--- config.mk ---
export PLATFORM = sky130hd
export DESIGN_NAME = cve_cell
export DESIGN_NICKNAME = d
export VERILOG_FILES = /design/src/hdl/cve_pkg.sv /design/src/hdl/cve_cell.sv
export SDC_FILE = /design/constraint.sdc
export NUM_CORES = 1
export LEC_CHECK = 0
export ABC_CLOCK_PERIOD_IN_PS = 4200
export BUFFER_PORTS_ARGS = -buffer_cell sky130_fd_sc_hd__buf_2
export CAP_MARGIN = 10
export CORE_MARGIN = 3
export CORE_UTILIZATION = 56
export CTS_CLUSTER_DIAMETER = 100
export DETAILED_ROUTE_END_ITERATION = 7
export PLACE_DENSITY = 0.82
export SETUP_SLACK_MARGIN = 0.4
export SYNTH_ARGS = -nofsm -noshare
export SYNTH_HDL_FRONTEND = slang
export SYNTH_SLANG_ARGS = --single-unit
export TNS_END_PERCENT = 10
--- constraint.sdc ---
create_clock -name clk -period 4.2 [get_ports clk]
set_input_delay 0.84 -clock clk [delete_from_list [all_inputs] [get_ports clk]]
set_output_delay 0.84 -clock clk [all_outputs]
set_load 0.01 [all_outputs]
--- src/hdl/cve_pkg.sv ---
`timescale 1ns / 1ps
package cve_pkg;

  localparam int MaxTaps  = 13;
  localparam int CoefW    = 14;
  localparam int ProdW    = 31;
  localparam int HalfPal  = 6;
  localparam int HalfNtsc = 4;

  localparam logic [15:0] LEVEL_LOW   = 16'h0100;
  localparam logic [15:0] LEVEL_HIGH  = 16'hFEFF;
  localparam logic [15:0] LUMA_OFFSET = 16'd4096;
  localparam logic [15:0] ROUND_Q15   = 16'd16384;
  localparam logic [3:0]  FILL_MAX    = 4'd15;

  // register indexes
  localparam logic [2:0] REG_STD    = 3'd0;
  localparam logic [2:0] REG_BLACK  = 3'd1;
  localparam logic [2:0] REG_NUM    = 3'd2;
  localparam logic [2:0] REG_DEN    = 3'd3;
  localparam logic [2:0] REG_UGAIN  = 3'd4;
  localparam logic [2:0] REG_VGAIN  = 3'd5;

  localparam logic [CoefW-1:0] PAL_TAPS [13] = '{
    14'd4, 14'd38, 14'd270, 14'd1226, 14'd3619, 14'd6927, 14'd8600,
    14'd6927, 14'd3619, 14'd1226, 14'd270, 14'd38, 14'd4};
  localparam logic [CoefW-1:0] NTSC_TAPS [9] = '{
    14'd69, 14'd626, 14'd2959, 14'd7563, 14'd10334, 14'd7563, 14'd2959,
    14'd626, 14'd69};

  typedef enum logic [1:0] {
    ST_IDLE, ST_SEL, ST_CALC, ST_EMIT
  } top_state_t;

  typedef enum logic [2:0] {
    CS_IDLE, CS_MUL, CS_SUM, CS_UF, CS_DIV, CS_CHR, CS_FIN
  } comp_state_t;

  typedef struct packed {
    logic shift;
    logic clear;
  } cell_ctl_t;

  typedef struct packed {
    logic [15:0]        black;
    logic [8:0]         num;
    logic [8:0]         den;
    logic [15:0]        ugain;
    logic [15:0]        vgain;
    logic signed [15:0] sine;
    logic signed [15:0] cosine;
    logic               vsw;
    logic [1:0]         phase;
    logic [15:0]        luma;
  } comp_args_t;

  // filter weight of window position idx (symmetric taps)
  function automatic logic [CoefW-1:0] tap_coef(input int idx, input logic ntsc);
    logic [CoefW-1:0] c;
    c = '0;
    if (ntsc) begin
      if (idx < 9) c = NTSC_TAPS[idx];
    end else begin
      if (idx < 13) c = PAL_TAPS[idx];
    end
    return c;
  endfunction

endpackage

--- src/hdl/cve_cell.sv ---
`timescale 1ns / 1ps
module cve_cell import cve_pkg::*; #(
  parameter int IDX = 0
) (
  input  logic                    clk,
  input  logic                    rst,
  input  cell_ctl_t               ctl,
  input  logic                    ntsc,
  input  logic signed [15:0]      cb_prev,
  input  logic signed [15:0]      cr_prev,
  output logic signed [15:0]      cb_q,
  output logic signed [15:0]      cr_q,
  output logic signed [ProdW-1:0] prod_u,
  output logic signed [ProdW-1:0] prod_v
);

  logic signed [CoefW:0] coef;

  assign coef = $signed({1'b0, tap_coef(IDX, ntsc)});

  // window sample: shift from neighbor, clear at line boundaries
  always_ff @(posedge clk) begin
    if (rst) begin
      cb_q <= '0;
      cr_q <= '0;
    end else if (ctl.shift) begin
      if (ctl.clear && IDX != 0) begin
        cb_q <= '0;
        cr_q <= '0;
      end else begin
        cb_q <= cb_prev;
        cr_q <= cr_prev;
      end
    end else if (ctl.clear) begin
      cb_q <= '0;
      cr_q <= '0;
    end
  end

  // weighted sample, refreshed every cycle
  always_ff @(posedge clk) begin
    prod_u <= cb_q * coef;
    prod_v <= cr_q * coef;
  end

endmodule

==> results.json <==
{
  "grt_max_degree": 65,
  "cts_root_buf": "clkbuf_8",
  "syn-cell-area_um2": 6093,
  "core_area_um2": 10460,
  "rows": 37,
  "drt-met1-wl_um": 6245,
  "clk_pin_slew_ps": 90,
  "clockBufferDepth": 2,
  "fin_nets": 954,
  "final_cell_area_um2": 7064,
  "timing.final.crit_period_ps": 3743,
  "ys_top_cells_by_count": "ha_1, dfxtp_1, a21oi_1",
  "hold_end": "prod_u[0]",
  "status": "finished clean",
  "synth_cell_type_count": 45,
  "wl_per_cell_um": 15.71,
  "placed_area_um2": 6834,
  "top_layer": "met4",
  "hold_viol_final": 0,
  "yosysTopAreaCell": "dfxtp_1",
  "min_from": "cb_q[0]",
  "min_path_cells": 1,
  "post-route-period-util_pct": 89.12,
  "vias": 5057,
  "grt-ovfl-total": 0,
  "die_h_um": 110.3,
  "start_util_pct": 58.24,
  "reg2reg_depth": 11,
  "worstMarginPinSlew_ps": 1083,
  "reg2reg_to": "prod_u[21]",
  "n_antenna_cell": 0,
  "wl_met3_um": 766,
  "io_buffers": 130,
  "rsz0062_at_grt": "true",
  "die_w_um": 110.3,
  "fmax_mhz": 267.1,
  "clock_skew_ps": 14.91,
  "die-area_um2": 12170,
  "synth_top_cell_area_share_pct": 26.28,
  "grt_usage_pct": 23.97,
  "drive_above_1_share_pct": 21.81,
  "grt_pass1_vias": 4916,
  "finalMaxSlewViolations": 0,
  "worstSetupPathType": "primary input to flip-flop",
  "cts_tree": "built",
  "ys_seq_elements": 80,
  "yosysSeqAreaShare_pct": 26.28,
  "drt_iter0_markers": 256,
  "route.final.wire_length_um": 14310,
  "cts_buffers": 9,
  "ys.flop_type": "dfxtp_1",
  "critPathLaunchType": "primary input",
  "h-tree-depth": 3,
  "cp.required_ps": 4460,
  "drcViolationCount": 0,
  "yosysMostFrequentCell": "ha_1",
  "area_growth_pct": 15.93,
  "relSlewSlack_pct": 27.78,
  "grt_pass1_wl_um": 23040,
  "r2r_start": "cb_q[6]",
  "powerDensity_nw_per_um2": 271.3,
  "maxCapViolations": 0,
  "antenna_left": 0,
  "antenna_found_initial": 0,
  "setup_violations": 0,
  "detailroute.wirelength.met2_um": 7001,
  "end_kind": "flip-flop",
  "min_path_type": "flip-flop to flip-flop",
  "yosysWarnings": 0,
  "vias_per_cell": 5.551,
  "critPathMaxFanout": 31,
  "synth_area_leaders": "dfxtp_1, ha_1, fa_1",
  "clock_latency_ps": 370,
  "vdd_drop_max_mv": 0.3206,
  "synth.net_count": 837,
  "hold_slack_ps": 551.3,
  "syn_avg_cell_area_um2": 9.331,
  "gp_congestion": 0.9082,
  "synth_edf_count": 0,
  "dp_hpwl_um": 11510,
  "async_reset_ff_share_pct": 0,
  "ios": 131,
  "syn_inst": 653,
  "ff2ff_setup_slack_ps": 720,
  "cts.sinks": 80,
  "firstDrtPassIters": 4,
  "utilization_pct": 67.52,
  "crit_arrival_ps": 4000,
  "p_leak_nw": 3.996
}
power breakdown:
| group | leakage, nW | switching, W | internal [W] |
|---|---|---|---|
| Combinational | 3.23 | 0.000257 | 0.000198 |
| Sequential | 0.661 | 0.0000342 | 0.000823 |
| Clock | 0.109 | 0.000305 | 0.000299 |
registers in the layout, summed over array words and instances (netlist names):
name    flops
cr_q       16
cb_q       16
prod_v     24
prod_u     24
cell families (layout without fill, tap and decap cells):
| logic type | Yosys count | after routing | synth area share, % |
|---|---|---|---|
| XOR/XNOR | 39 | 39 | 5.606 |
| AO/OA/AOI/OAI | 138 | 138 | 13.68 |
| buffers and inverters | 90 | 212 | 6.468 |
| flip-flops | 80 | 80 | 26.28 |
| multiplexers | 1 | 1 | 0.1643 |
| AND/OR/NAND/NOR | 158 | 158 | 14.04 |
| adder cells (fa/ha/maj) | 147 | 147 | 33.76 |
layout by cell type (no fill, tap or decap), types with 3 or more instances in the layout:
cell type and instances:
buf_4 11, nand2_1 21, o211ai_1 5, o21ai_0 18, nand3_1 11, and3_1 4
buf_2 129, nand4_1 4, fa_1 29, nor3b_1 34, and2_1 28, ha_1 115
o21ai_1 3, a21o_1 17, inv_1 55, a21oi_1 66, a31oi_1 8, xnor2_1 25
xor2_1 14, nor2_1 45, a211oi_1 3, clkbuf_8 10, dfxtp_1 80, nor2b_1 3
critical path, stage by stage:
cell and delay, ps:
buf_6 150, and2_1 200, ha_1 310, fa_1 480, ha_1 310, ha_1 380
a21oi_1 80, o21ai_0 370, a2bb2oi_2 140, o21ba_2 270, o311a_1 350, o21a_1 110
worst max-delay path by stage:
stage / from / to / slack, ps
finish: ntsc / prod_u[21] / 460
global route: ntsc / prod_u[21] / 380
CTS: ntsc / prod_u[21] / 470
detailed placement: ntsc / prod_u[21] / -50
global placement: ntsc / prod_u[22] / 70
floorplan: ntsc / prod_u[22] / 430
metrics by stage:
stage	power, W	worst slack, ps	setup TNS [ps]	std cells
4_1_cts	0.001932	470.3	0	911
3_3_place_gp	0.001311	69.86	0	895
6_report	0.001917	456.8	0	911
5_1_grt	0.002025	377.8	0	911
2_1_floorplan	0.001164	425.5	0	653
3_5_place_dp	0.001326	-53.02	-86.72	895
repair_timing:
| item | 4_1_cts | 5_1_grt |
|---|---|---|
| resized for setup | 1 | 6 |
| hold buffers | 0 | 0 |
| setup buffers | 0 | 0 |
| endpoints found under the setup margin | 5 | 14 |
final cells by class:
cell class,instances,area [µm²]
inverter,55,206.4
timing repair buffer,141,739.5
multi-input combinational,483,4136
sequential,80,1602
fill,837,3398
clock buffer,10,137.6
clock inverter,6,72.57
tap,136,170.2
layer usage:
layer  vias up  global-route usage (%)
met2       157                   41.81
met4         0                   7.828
met3        22                   4.310
met1      2400                   29.93
li1       2478                       -
met5         -                       0
Note: power is estimated with default switching activity, not from simulation.
